**config.mk**
```make
export PLATFORM = sky130hd
export DESIGN_NAME = positional_list_engine
export DESIGN_NICKNAME = d
export VERILOG_FILES = /design/src/rtl/ple_pkg.sv /design/src/rtl/ple_dp.sv /design/src/rtl/ple_ctrl.sv /design/src/rtl/positional_list_engine.sv
export SDC_FILE = /design/constraint.sdc
export NUM_CORES = 2
export LEC_CHECK = 0
export ABC_AREA = 1
export BUFFER_PORTS_ARGS = -buffer_cell sky130_fd_sc_hd__buf_2
export CAP_MARGIN = 20
export CORE_MARGIN = 2
export CORE_UTILIZATION = 47
export CTS_CLUSTER_DIAMETER = 200
export CTS_CLUSTER_SIZE = 40
export DETAILED_ROUTE_END_ITERATION = 16
export PLACE_DENSITY = 0.58
export SLEW_MARGIN = 5
export SYNTH_ARGS = -nofsm -noshare
export SYNTH_HDL_FRONTEND = slang
export SYNTH_SLANG_ARGS = --single-unit
```
**constraint.sdc**
```tcl
create_clock -name clk -period 6.6 [get_ports clk]
set_input_delay 1.98 -clock clk [delete_from_list [all_inputs] [get_ports clk]]
set_output_delay 1.98 -clock clk [all_outputs]
set_load 0.005 [all_outputs]
```
**src/rtl/ple_pkg.sv**
```systemverilog
// Shared types, codes and field widths for the positional list engine.
package ple_pkg;

  // Field widths of one request and of one result.
  localparam int CMD_W       = 3;
  localparam int POS_W       = 16;
  localparam int VAL_W       = 32;
  localparam int ST_W        = 3;
  localparam int IN_TDATA_W  = 56;
  localparam int OUT_TDATA_W = 40;

  // Request command codes.
  typedef enum logic [CMD_W-1:0] {
    CMD_LOAD   = 3'd0,
    CMD_INSERT = 3'd1,
    CMD_DELETE = 3'd2,
    CMD_GET    = 3'd3,
    CMD_SHOW   = 3'd4
  } cmd_t;

  // Result status codes.
  typedef enum logic [ST_W-1:0] {
    ST_INS_OK    = 3'd0,
    ST_INS_FAIL  = 3'd1,
    ST_DEL_OK    = 3'd2,
    ST_DEL_FAIL  = 3'd3,
    ST_GET_VAL   = 3'd4,
    ST_GET_FAIL  = 3'd5,
    ST_SHOW_ELEM = 3'd6,
    ST_EMPTY     = 3'd7
  } status_t;

  // Next value of the walk pointer.
  typedef enum logic [2:0] {
    PTR_HOLD,
    PTR_LEN_M1,
    PTR_IDX,
    PTR_IDX_P1,
    PTR_ZERO,
    PTR_INC,
    PTR_DEC
  } ptr_sel_t;

  // Memory write source.
  typedef enum logic [1:0] {
    WR_NONE,
    WR_UP,
    WR_DN,
    WR_NEW
  } wr_sel_t;

  // Commands from the controller to the datapath.
  typedef struct packed {
    logic     capture;
    ptr_sel_t ptr_sel;
    logic     rd_en;
    wr_sel_t  wr_sel;
    logic     len_inc;
    logic     len_dec;
    logic     out_load;
    status_t  out_status;
    logic     out_rd_data;
    logic     out_last;
  } dp_ctrl_t;

  // Status from the datapath to the controller.
  typedef struct packed {
    logic [CMD_W-1:0] cmd;
    logic             full;
    logic             empty;
    logic             pos_ok;
    logic             ins_ok;
    logic             need_up;
    logic             need_dn;
    logic             ptr_eq_idx;
    logic             ptr_eq_lenm1;
    logic             prev_eq_lenm1;
    logic             out_free;
  } dp_stat_t;

endpackage

```
**src/rtl/ple_dp.sv**
```systemverilog
// Datapath of the positional list engine: request registers, list memory, walk pointer,
// length counter and result register.
module ple_dp
  import ple_pkg::*;
#(
  parameter int DEPTH = 64
) (
  input  logic                   clk,
  input  logic                   rst_n,
  input  logic [IN_TDATA_W-1:0]  in_tdata,
  input  dp_ctrl_t               ctrl,
  output dp_stat_t               stat,
  output logic                   out_tvalid,
  input  logic                   out_tready,
  output logic [OUT_TDATA_W-1:0] out_tdata,
  output logic                   out_tlast
);

  localparam int AW = $clog2(DEPTH);
  localparam int LW = $clog2(DEPTH + 1);

  // Captured request.
  logic [CMD_W-1:0] cmd_r;
  logic [POS_W-1:0] pos_r;
  logic [VAL_W-1:0] val_r;

  // List storage and walk state.
  logic [VAL_W-1:0] mem [DEPTH];
  logic [VAL_W-1:0] rd_data_r;
  logic [AW-1:0]    ptr_r, ptr_nxt;
  logic [AW-1:0]    prev_r;
  logic [LW-1:0]    length_r, length_nxt;

  // Result register.
  logic             out_valid_r;
  logic [ST_W-1:0]  out_status_r;
  logic [VAL_W-1:0] out_data_r;
  logic             out_last_r;

  logic [AW-1:0]    idx;
  logic [POS_W:0]   pos_ext;
  logic [POS_W:0]   len_ext;
  logic             wr_en;
  logic [AW-1:0]    wr_addr;
  logic [VAL_W-1:0] wr_data;
  logic             out_free;

  // Target slot: head for load, position minus one otherwise.
  assign idx     = (cmd_r == CMD_LOAD) ? '0 : (pos_r[AW-1:0] - AW'(1));
  assign pos_ext = {1'b0, pos_r};
  assign len_ext = (POS_W + 1)'(length_r);
  assign out_free = !out_valid_r || out_tready;

  // Status toward the controller.
  always_comb begin
    stat.cmd           = cmd_r;
    stat.full          = (length_r == LW'(DEPTH));
    stat.empty         = (length_r == '0);
    stat.pos_ok        = (pos_r != '0) && (pos_ext <= len_ext);
    stat.ins_ok        = (length_r != LW'(DEPTH)) &&
                         ((pos_r == POS_W'(1)) || ((pos_r != '0) && (pos_ext <= len_ext)));
    stat.need_up       = (LW'(idx) < length_r);
    stat.need_dn       = ((LW'(idx) + LW'(1)) < length_r);
    stat.ptr_eq_idx    = (ptr_r == idx);
    stat.ptr_eq_lenm1  = ((LW'(ptr_r) + LW'(1)) == length_r);
    stat.prev_eq_lenm1 = ((LW'(prev_r) + LW'(1)) == length_r);
    stat.out_free      = out_free;
  end

  // Pointer update.
  always_comb begin
    case (ctrl.ptr_sel)
      PTR_LEN_M1: ptr_nxt = AW'(length_r - LW'(1));
      PTR_IDX:    ptr_nxt = idx;
      PTR_IDX_P1: ptr_nxt = idx + AW'(1);
      PTR_ZERO:   ptr_nxt = '0;
      PTR_INC:    ptr_nxt = ptr_r + AW'(1);
      PTR_DEC:    ptr_nxt = ptr_r - AW'(1);
      default:    ptr_nxt = ptr_r;
    endcase
  end

  // Memory write: moved entry one slot back or forward, or the new value.
  always_comb begin
    wr_en   = 1'b1;
    wr_addr = idx;
    wr_data = val_r;
    case (ctrl.wr_sel)
      WR_UP: begin
        wr_addr = prev_r + AW'(1);
        wr_data = rd_data_r;
      end
      WR_DN: begin
        wr_addr = prev_r - AW'(1);
        wr_data = rd_data_r;
      end
      WR_NEW: begin
        wr_addr = idx;
        wr_data = val_r;
      end
      default: wr_en = 1'b0;
    endcase
  end

  // Length counter.
  always_comb begin
    length_nxt = length_r;
    if (ctrl.len_inc) begin
      length_nxt = length_r + LW'(1);
    end else if (ctrl.len_dec) begin
      length_nxt = length_r - LW'(1);
    end
  end

  // Request capture, pointers and memory.
  always_ff @(posedge clk) begin
    if (ctrl.capture) begin
      cmd_r <= in_tdata[CMD_W-1:0];
      pos_r <= in_tdata[CMD_W+POS_W-1:CMD_W];
      val_r <= in_tdata[CMD_W+POS_W+VAL_W-1:CMD_W+POS_W];
    end
    ptr_r <= ptr_nxt;
    if (ctrl.rd_en) begin
      rd_data_r <= mem[ptr_r];
      prev_r    <= ptr_r;
    end
    if (wr_en) begin
      mem[wr_addr] <= wr_data;
    end
  end

  // Length and result register.
  always_ff @(posedge clk) begin
    if (!rst_n) begin
      length_r    <= '0;
      out_valid_r <= 1'b0;
    end else begin
      length_r <= length_nxt;
      if (ctrl.out_load) begin
        out_valid_r <= 1'b1;
      end else if (out_tready) begin
        out_valid_r <= 1'b0;
      end
    end
  end

  always_ff @(posedge clk) begin
    if (ctrl.out_load) begin
      out_status_r <= ctrl.out_status;
      out_data_r   <= ctrl.out_rd_data ? rd_data_r : '0;
      out_last_r   <= ctrl.out_last;
    end
  end

  assign out_tvalid = out_valid_r;
  assign out_tdata  = {{(OUT_TDATA_W - VAL_W - ST_W){1'b0}}, out_data_r, out_status_r};
  assign out_tlast  = out_last_r;

`ifndef SYNTH
  // The list never grows past its capacity.
  a_len_cap: assert property (@(posedge clk) disable iff (!rst_n)
    length_r <= LW'(DEPTH))
    else $error("list length above capacity");

  // A walk never reads the slot that it writes in the same cycle.
  a_rw_apart: assert property (@(posedge clk) disable iff (!rst_n)
    (ctrl.rd_en && wr_en) |-> (wr_addr != ptr_r))
    else $error("read and write hit the same slot");

  // A result is never loaded over one that the receiver has not taken.
  a_no_overrun: assert property (@(posedge clk) disable iff (!rst_n)
    ctrl.out_load |-> (!out_valid_r || out_tready))
    else $error("result register overrun");

  // A completed insert adds exactly one entry.
  a_len_inc: assert property (@(posedge clk) disable iff (!rst_n)
    ctrl.len_inc |=> (length_r == $past(length_r) + LW'(1)))
    else $error("length did not advance on insert");
`endif

endmodule

```
**src/rtl/ple_ctrl.sv**
```systemverilog
// Controller of the positional list engine: sequences each request over the datapath.
module ple_ctrl
  import ple_pkg::*;
(
  input  logic     clk,
  input  logic     rst_n,
  input  logic     in_tvalid,
  output logic     in_tready,
  input  dp_stat_t stat,
  output dp_ctrl_t ctrl
);

  typedef enum logic [3:0] {
    S_IDLE,
    S_DECODE,
    S_UP_FIRST,
    S_UP_MID,
    S_UP_LAST,
    S_WR_NEW,
    S_DN_FIRST,
    S_DN_MID,
    S_DN_LAST,
    S_GET_RD,
    S_RESP,
    S_SHOW_RD,
    S_SHOW_WAIT
  } state_t;

  state_t  state_r, state_nxt;
  status_t resp_status_r, resp_status_nxt;
  logic    resp_rd_r, resp_rd_nxt;

  assign in_tready = (state_r == S_IDLE);

  // Next state and datapath commands.
  always_comb begin
    state_nxt       = state_r;
    resp_status_nxt = resp_status_r;
    resp_rd_nxt     = resp_rd_r;
    ctrl             = '0;
    ctrl.ptr_sel     = PTR_HOLD;
    ctrl.wr_sel      = WR_NONE;
    ctrl.out_status  = resp_status_r;
    ctrl.out_rd_data = resp_rd_r;
    ctrl.out_last    = 1'b1;
    case (state_r)
      S_IDLE: begin
        if (in_tvalid) begin
          ctrl.capture = 1'b1;
          state_nxt    = S_DECODE;
        end
      end
      S_DECODE: begin
        resp_rd_nxt = 1'b0;
        state_nxt   = S_RESP;
        case (stat.cmd)
          CMD_LOAD, CMD_INSERT: begin
            resp_status_nxt = ST_INS_OK;
            if ((stat.cmd == CMD_LOAD) ? stat.full : !stat.ins_ok) begin
              resp_status_nxt = ST_INS_FAIL;
              state_nxt       = (stat.cmd == CMD_LOAD) ? S_IDLE : S_RESP;
            end else if (stat.need_up) begin
              ctrl.ptr_sel = PTR_LEN_M1;
              state_nxt    = S_UP_FIRST;
            end else begin
              state_nxt = S_WR_NEW;
            end
          end
          CMD_DELETE: begin
            resp_status_nxt = ST_DEL_OK;
            if (!stat.pos_ok) begin
              resp_status_nxt = ST_DEL_FAIL;
            end else if (stat.need_dn) begin
              ctrl.ptr_sel = PTR_IDX_P1;
              state_nxt    = S_DN_FIRST;
            end else begin
              ctrl.len_dec = 1'b1;
            end
          end
          CMD_GET: begin
            resp_status_nxt = ST_GET_FAIL;
            if (stat.pos_ok) begin
              resp_status_nxt = ST_GET_VAL;
              resp_rd_nxt     = 1'b1;
              ctrl.ptr_sel    = PTR_IDX;
              state_nxt       = S_GET_RD;
            end
          end
          CMD_SHOW: begin
            resp_status_nxt = ST_EMPTY;
            if (!stat.empty) begin
              ctrl.ptr_sel = PTR_ZERO;
              state_nxt    = S_SHOW_RD;
            end
          end
          default: state_nxt = S_IDLE;
        endcase
      end
      // Move entries one slot back, from the tail down to the target slot.
      S_UP_FIRST: begin
        ctrl.rd_en   = 1'b1;
        ctrl.ptr_sel = PTR_DEC;
        state_nxt    = stat.ptr_eq_idx ? S_UP_LAST : S_UP_MID;
      end
      S_UP_MID: begin
        ctrl.wr_sel  = WR_UP;
        ctrl.rd_en   = 1'b1;
        ctrl.ptr_sel = PTR_DEC;
        state_nxt    = stat.ptr_eq_idx ? S_UP_LAST : S_UP_MID;
      end
      S_UP_LAST: begin
        ctrl.wr_sel = WR_UP;
        state_nxt   = S_WR_NEW;
      end
      S_WR_NEW: begin
        ctrl.wr_sel  = WR_NEW;
        ctrl.len_inc = 1'b1;
        state_nxt    = (stat.cmd == CMD_LOAD) ? S_IDLE : S_RESP;
      end
      // Move entries one slot forward, from past the target up to the tail.
      S_DN_FIRST: begin
        ctrl.rd_en   = 1'b1;
        ctrl.ptr_sel = PTR_INC;
        state_nxt    = stat.ptr_eq_lenm1 ? S_DN_LAST : S_DN_MID;
      end
      S_DN_MID: begin
        ctrl.wr_sel  = WR_DN;
        ctrl.rd_en   = 1'b1;
        ctrl.ptr_sel = PTR_INC;
        state_nxt    = stat.ptr_eq_lenm1 ? S_DN_LAST : S_DN_MID;
      end
      S_DN_LAST: begin
        ctrl.wr_sel  = WR_DN;
        ctrl.len_dec = 1'b1;
        state_nxt    = S_RESP;
      end
      S_GET_RD: begin
        ctrl.rd_en = 1'b1;
        state_nxt  = S_RESP;
      end
      S_RESP: begin
        if (stat.out_free) begin
          ctrl.out_load = 1'b1;
          state_nxt     = S_IDLE;
        end
      end
      // Stream the list, one read in flight behind each loaded result.
      S_SHOW_RD: begin
        ctrl.rd_en   = 1'b1;
        ctrl.ptr_sel = PTR_INC;
        state_nxt    = S_SHOW_WAIT;
      end
      S_SHOW_WAIT: begin
        if (stat.out_free) begin
          ctrl.out_load    = 1'b1;
          ctrl.out_status  = ST_SHOW_ELEM;
          ctrl.out_rd_data = 1'b1;
          ctrl.out_last    = stat.prev_eq_lenm1;
          if (stat.prev_eq_lenm1) begin
            state_nxt = S_IDLE;
          end else begin
            ctrl.rd_en   = 1'b1;
            ctrl.ptr_sel = PTR_INC;
          end
        end
      end
      default: state_nxt = S_IDLE;
    endcase
  end

  // State and registered response selection.
  always_ff @(posedge clk) begin
    if (!rst_n) begin
      state_r       <= S_IDLE;
      resp_status_r <= ST_INS_OK;
      resp_rd_r     <= 1'b0;
    end else begin
      state_r       <= state_nxt;
      resp_status_r <= resp_status_nxt;
      resp_rd_r     <= resp_rd_nxt;
    end
  end

endmodule

```
**src/rtl/positional_list_engine.sv**
```systemverilog
// Top level of the positional list engine: controller and datapath.
//
// Keeps an ordered list of up to DEPTH signed 32-bit values in a single-port-read,
// single-port-write memory, numbered from position 1 at the head.
// Requests arrive on the in_ channel (load, insert, delete, get, show); results leave
// on the out_ channel, with out_tlast set on the final result of each request.
// One request is handled at a time; in_tready is high only while the engine is idle.
// The time to a result is set by the memory walk, which moves one entry per cycle:
//   insert at position p: the entries from the tail down to p move one slot toward
//   the tail, then the new value is written; load: the same at the head, but
//   with no result; delete at p: the entries past p move one slot toward the head;
//   get: one read; show: one read per entry from the head, one result per cycle
//   without stalls.
// A new request is taken in the cycle after the last result is loaded.
// Results wait in an output register, so a stalled receiver only holds the engine
// while a result is pending; a show pauses its walk until each result is taken.
// Reset (rst_n low, synchronous) empties the list and drops any pending result; the
// memory itself is not cleared, since only written entries are ever read.
module positional_list_engine
  import ple_pkg::*;
#(
  parameter int DEPTH = 64
) (
  input  logic                   clk,
  input  logic                   rst_n,
  input  logic                   in_tvalid,
  output logic                   in_tready,
  input  logic [IN_TDATA_W-1:0]  in_tdata,   // command[2:0], position[18:3], value[50:19]
  output logic                   out_tvalid,
  input  logic                   out_tready,
  output logic [OUT_TDATA_W-1:0] out_tdata,  // status[2:0], data_out[34:3]
  output logic                   out_tlast
);

  dp_ctrl_t ctrl;
  dp_stat_t stat;

  // Sequencer.
  ple_ctrl u_ctrl (
    .clk       (clk),
    .rst_n     (rst_n),
    .in_tvalid (in_tvalid),
    .in_tready (in_tready),
    .stat      (stat),
    .ctrl      (ctrl)
  );

  // Storage, pointers and result register.
  ple_dp #(
    .DEPTH (DEPTH)
  ) u_dp (
    .clk        (clk),
    .rst_n      (rst_n),
    .in_tdata   (in_tdata),
    .ctrl       (ctrl),
    .stat       (stat),
    .out_tvalid (out_tvalid),
    .out_tready (out_tready),
    .out_tdata  (out_tdata),
    .out_tlast  (out_tlast)
  );

endmodule
```
Word-level counts from Yosys, hierarchy flattened
Memories as Yosys holds them, arrays and structs flattened. A register that Yosys moved wholly into a read port is not among the register bits.
Index checks and enable logic that the tools add are counted.
{ "word_totals": {"reg_bits": 115, "ramBits": 2048, "inputBits": 60, "output_inout_bits": 43, "wordCells": 146, "memories": 1} }
{ "classes": {"addsub": 11, "order_cmp": 3, "eq_ne": 35, "mux": 56, "n_reduce_logical": 27} }
{ "memory_table": {"columns": ["name", "depth", "width", "read_ports", "rd_ports_with_merged_regs", "wr", "line_no", "source"], "rows": [
  ["u_dp.mem", 64, 32, 1, 1, 1, "ple_dp.sv:28", "logic [VAL_W-1:0] mem [DEPTH];"]
]} }
{ "ops": {"columns": ["op", "count"], "rows": [
  ["4-bit two-way mux", 11],
  ["4-bit one-hot mux with 10 select lines", 1],
  ["3-bit one-hot mux with 4 select lines", 3],
  ["6-bit one-hot mux with 6 select lines", 1],
  ["32-bit two-way mux", 1],
  ["6-bit by 1-bit adder with 7-bit output, second input constant", 3],
  ["4-bit == test, second input constant", 5],
  ["1-bit two-way mux", 20],
  ["6-bit by 1-bit adder with 6-bit output, second input constant", 3],
  ["6-bit by 1-bit subtractor with 6-bit output, second input constant", 3],
  ["16-bit by 1-bit == test with 1-bit output, second input constant", 1],
  ["4-bit by 3-bit == test with 1-bit output, second input constant", 4],
  ["16-bit by 7-bit <= comparator with 1-bit output", 1],
  ["4-bit one-hot mux with 4 select lines", 1],
  ["16-bit nonzero test", 1],
  ["3-bit two-way mux", 5],
  ["7-bit == test", 2],
  ["7-bit two-way mux", 2],
  ["2-bit OR reduction", 7],
  ["3-bit by 2-bit == test with 1-bit output, second input constant", 4],
  ["3-bit == test, second input constant", 4],
  ["6-bit two-way mux", 2],
  ["6-bit one-hot mux with 2 select lines", 1],
  ["4-bit by 2-bit == test with 1-bit output, second input constant", 2],
  ["other kinds (30)", 44]
]} }

Depth between registers and ports, before layout
{ "depth": {"word_depth": 11, "mapped_depth": 21, "ltp_nobuf": 21} }

Cells and area by module
From an unflattened synthesis, not the netlist that was laid out.
{ "hier_totals": {"cells_unflattened": 7077, "area_unflattened_um2": 89005.4} }
{ "by_module_without_submodules": {"columns": ["mod", "instances", "cells_each", "area_each_um2", "seq_area_each_um2"], "rows": [
  ["ple_dp", 1, 6924, 88118.3, 65592.9],
  ["ple_ctrl", 1, 153, 887.1, 160.2]
]} }

Least setup slack after synthesis
No wires, ideal clock.
{ "synth_path": {"path_kind": "in2reg", "start": "in in_tvalid", "end": "reg u_dp.cmd_r[0], enable pin", "setup_time_ns": 0.523, "arrival_time_ns": 5.518, "required_time_ns": 6.077, "path_slack_ns": 0.559, "cell_stages": 2, "path_buffers": 0, "path_cell_list": "inv_1 nor3_1"} }
{ "synth_rtl": {"columns": ["item", "line_no", "source"], "rows": [
  ["start, declared", "positional_list_engine.sv:26", "input logic in_tvalid,"],
  ["end signal, assigned", "ple_dp.sv:118", "cmd_r <= in_tdata[CMD_W-1:0];"],
  ["end, declared", "ple_dp.sv:23", "logic [CMD_W-1:0] cmd_r;"]
]} }

Worst setup path after layout
{ "layout_path": {"start": "reg u_ctrl.state_r[1]", "end": "mem u_dp.mem[0][22], enable pin"} }
{ "layout_via": {"elab_chain_len": 8, "elab_cells_between_ends": 16, "cone_classes": "eq/ne (8); mux (5); reduce/logical (3)"} }
{ "layout_rtl": {"columns": ["item", "line_no", "source"], "rows": [
  ["start, declared", "ple_ctrl.sv:29", "state_t state_r, state_nxt;"],
  ["start signal, assigned", "ple_ctrl.sv:178", "state_r <= state_nxt;"],
  ["4-bit == test, or another cell as far along", "ple_ctrl.sv:46", "case (state_r)"],
  ["2-bit OR reduction (no line)", null, null],
  ["2-bit one-hot mux with 3 select lines *", "ple_ctrl.sv:46", null],
  ["2-bit == test / 2-bit by 1-bit == test with 1-bit output (equally long branches)", "ple_dp.sv:88", "case (ctrl.wr_sel)"],
  ["3-bit OR reduction (no line)", null, null],
  ["1-bit two-way mux", "ple_dp.sv:88", null],
  ["1-bit two-way mux", "ple_dp.sv:127", "if (wr_en) begin"],
  ["1-bit two-way mux (not written as such)", "ple_dp.sv:128", "mem[wr_addr] <= wr_data;"],
  ["end, declared", "ple_dp.sv:28", null]
]} }
Mark *: on every way between the ends. The rest lies on a longest branch, timed or not.

==> results summary <==
The source-to-sink clock delay at the later pin of the worst-skew pair is 0.79 ns. In this run the worst hold path is classified as flip-flop to flip-flop. From left edge to right edge, the die measures 430 um.

The critical path startpoint category is a flip-flop. For this block, the initial DRC count from the detailed router was 6607. The number of buffers inserted by hold repair at cts came out at 0. The multi-input combinational cell area is 0.0180 mm2. The ratio of cells with drive above 1 in the final layout is 8.18%. After detailed routing, the total wire length is 248000 um. The synthesis-to-finish area growth came out at 6.90%. Setup violations remaining at the end of the flow were counted as 0. The power per cell area is 381 mW/mm2. The number of instances in the synthesized netlist came out at 5853.

The number of maximum-capacitance violations came out at 0. The first global-routing pass estimated 354000 um of wire. For this run, design rule violations remaining after detail routing come to 0. TritonCTS built the clock tree. The number of global-route vias before repair came to 49200. By area, the combinational part of the netlist is dominated by compound AO/OA/AOI/OAI gates. The root buffer cell chosen for the clock tree is clkbuf_16. For this configuration, the core starts out at a cell density of 47.2%.

The count of final max-slew check failures came out at 0. The top cell type by area accounts for 76.9% of the synthesized area. The critical path required time came out at 7.09 ns. The number of antenna violations at the first check in global routing is 7.

The number of rows in the core area is 156. Of the post-synthesis cell area, the part taken by muxes is 0%. The total cell area at the placement stage is 0.0892 mm2. The maximum level of the CTS H-tree came out at 2. The number of nets with antenna violations after detailed routing is 0.

The fill cell total of the finished layout is 15200. The maximum fanout count along the critical path is 21. The overall die area came out at 0.185 mm2. On the critical path the largest part of the delay comes from simple AND/OR/NAND/NOR gates. The signal on the critical path passes through inv_1 -> nor2_1 -> inv_1 -> nor2_1 -> buf_4 -> inv_1 -> o22ai_1 -> inv_1 -> ha_1 -> ha_1 -> nand2_1 -> nand2_1 -> a31oi_1 -> nor2_1 -> o21ai_1 -> nand2_1 -> xor2_1 -> nand2_1 -> o21ai_2 -> nand3_1 -> nor2_4 -> buf_12. The wire length per cell after detailed routing came out at 30.3 um. The largest net degree at the start of global routing came out at 160. The global placement routability congestion is 0.872.

The critical path buffer and inverter count came out at 6. The largest individual stage delay along the critical path comes from the cell nor2_4. The clock net in this run drives a total of 2195 sinks. The total overflow reported by the global router is 0. The total CTS buffers is 60. The category of the worst setup path capture point is a flip-flop. The slew at the pin closest to its max-slew limit is 1.25 ns. The global routing usage summed across all routing layers is 26.1%. The number of iterations in the first detailed-routing pass came out at 6. The run finished with clean final reports. The clock period minus final worst setup slack came out at 5.14 ns. Overall power consumption after layout is estimated at 34.7 mW. The fraction of the mapped netlist area in compound gates came out at 13.5%. The clock slew seen by the registers of the worst setup and hold paths came out at 0.14 ns. Based on the critical path, the design can be clocked at up to 194 MHz. The maximum buffer depth of the clock tree came out at 3. The storage element area is 0.0658 mm2. The count of state elements after synthesis came out at 2195.

For this run, the number of Yosys warnings is 0. The adder-cell share of the synthesized area came out at 0.591%. The post-synthesis sequential area ratio came out at 77.2%. The mean instance size in the synthesized netlist is 14.5 um2. The post-CTS setup-driven buffer insertion count came out at 0.

Setup total negative slack on the finished layout was measured at 0 ns. Of the available clock period, the critical path in the final layout requires 77.9%. The largest clock skew in the final design came out at 0.0428 ns. The xor/xnor share of the synthesized area came out at 0.370%. The distinct cell type count after synthesis is 48.

The number of vias per cell came out at 6.34. The maximum single-stage delay on the critical path came out at 0.69 ns. The leakage power figure came out at 28.1 nW. The post-cts gate resize count came out at 0. Data arrives at the worst endpoint at 5.64 ns.

In the post-synthesis netlist, the biggest area contributors are edfxtp_1, a21oi_1, o221ai_1. The placeable core area came out at 0.180 mm2. The final instance area is 0.0910 mm2.

The top-level I/O count came out at 103. The number of nets in the layout is 5870. The worst max-slew margin expressed relative to the limit came out at 16.5%. The via count came out at 51800.

The count of input and output buffers came out at 92. The number of failing hold endpoints at the final stage is 0. The detailed placement HPWL is 131000 um. The worst-case IR drop observed on VDD is 0.000351 V. Across all hold checks on the routed design, the worst slack comes to 0.545 ns.

The simple-gate share of the synthesized area came out at 5.65%. The summed instance area of the synthesized netlist is 0.0851 mm2. The post-place setup slack came out at 1.56 ns. The worst setup path is of the flip-flop to flip-flop kind. The die is 430 um tall. Setup repair after global routing left no endpoint under its margin. The synthesized design spends more area on one cell type than any other, namely edfxtp_1. The worst-case setup margin in the final layout is 1.46 ns.
==> worst min-delay path: cells and delay by family (launching register included) <==
family | cells | cell delay (ns)
AOI/OAI and AO/OA | 2 | 0.18
DFF | 1 | 0.33
==> per-layer routing <==
layer  up-vias  part of all wire (%)  GRT usage (%)
met1     26800                    41           37.8
met5         -                     0              0
met4         0                   2.8           6.36
met3       240                   8.5           3.68
li1      22500                     -              -
met2      2311                    47           42.0
==> area by class of cell <==
cell class | instances | share of cell area (%)
Timing Repair Buffer | 266 | 2.28
Clock buffer | 86 | 1.80
Tap cell | 2370 | 3.26
Inverter | 122 | 0.529
Sequential cell | 2195 | 72.3
Clock inverter | 2 | 0.0261
Antenna cell | 5 | 0.0137
Multi-Input combinational cell | 3126 | 19.8
==> state kept, by name, summed over array words and instances, names as in the netlist <==
register and flops:
u_dp.mem 2048, u_dp.out_data_r 32, u_dp.rd_data_r 32, u_dp.val_r 32, u_dp.pos_r 16, u_dp.length_r 7, u_dp.prev_r 6, u_dp.ptr_r 6
u_ctrl.state_r 4, u_ctrl.resp_status_r 3, u_dp.cmd_r 3, u_dp.out_status_r 3, u_ctrl.resp_rd_r 1, u_dp.out_tlast 1, u_dp.out_tvalid 1
==> through the flow <==
step	instances	util (%)
floorplan	5857	-
finish	8172	50.5
CTS	8163	50.4
global placement	8074	49.5
detailed placement	8075	49.5
global route	8167	50.4
==> cells in the final DEF, fill, tap and decap left out, types with 7 or more instances in the layout <==
master	instances
o21ai_0	211
nor2_4	67
a21oi_1	1049
nor3_1	8
inv_1	109
buf_12	23
edfxtp_1	2179
nand4_1	21
o221ai_1	512
nor2_1	94
buf_4	150
o21ai_4	32
dfxtp_1	16
o21ai_1	76
nand2_1	686
xor2_1	26
clkbuf_16	62
nand3_1	230
clkbuf_1	24
inv_2	7
buf_2	92
xnor2_1	10
ha_1	37
==> power by group <==
group          total, mW  switching (mW)  internal (mW)
registers           18.0           0.170           17.8
logic               11.0            8.69           2.33
clock network       5.68            3.93           1.76
==> logic make-up (layout without fill, tap and decap cells) <==
group,after synthesis,count (layout)
XOR/XNOR,36,36
flip-flops,2195,2195
other,1,10
AO/OA/AOI/OAI,1903,1903
buffers and inverters,536,476
adder cells (fa/ha/maj),39,39
AND/OR/NAND/NOR,1143,1143
==> synthesized netlist by cell type (all sizes together) <==
cell       n
nor4       1
a31oi      5
nand2    698
nand3    234
clkinv     1
o22ai      1
o221ai   512
a21oi   1052
edfxtp  2179
nand3b     5
inv      121
clkbuf   243
nand4     21
a21boi     1
a22oi      2
o21a       1
nor3b      2
o31ai      1
conb       1
a41oi      1
buf      171
dfxtp     16
o211ai     4
fa         2
xnor2     10
a211oi     1
ha        37
xor2      26
or2        7
nor3      11
nor2     164
o21ai    322
==> final timing paths <==
kind	from	endpoint	slack, ns	cells after the start
hold reg to reg	u_ctrl.resp_status_r[2]	u_ctrl.resp_status_r[2]	0.55	2
setup / recovery	u_ctrl.state_r[1]	u_dp.mem[0][22]	1.46	22
hold / removal	u_ctrl.resp_status_r[2]	u_ctrl.resp_status_r[2]	0.55	2
setup reg to reg	u_ctrl.state_r[1]	u_dp.mem[0][22]	1.46	22
No activity file was read; power rests on OpenSTA's default activity.
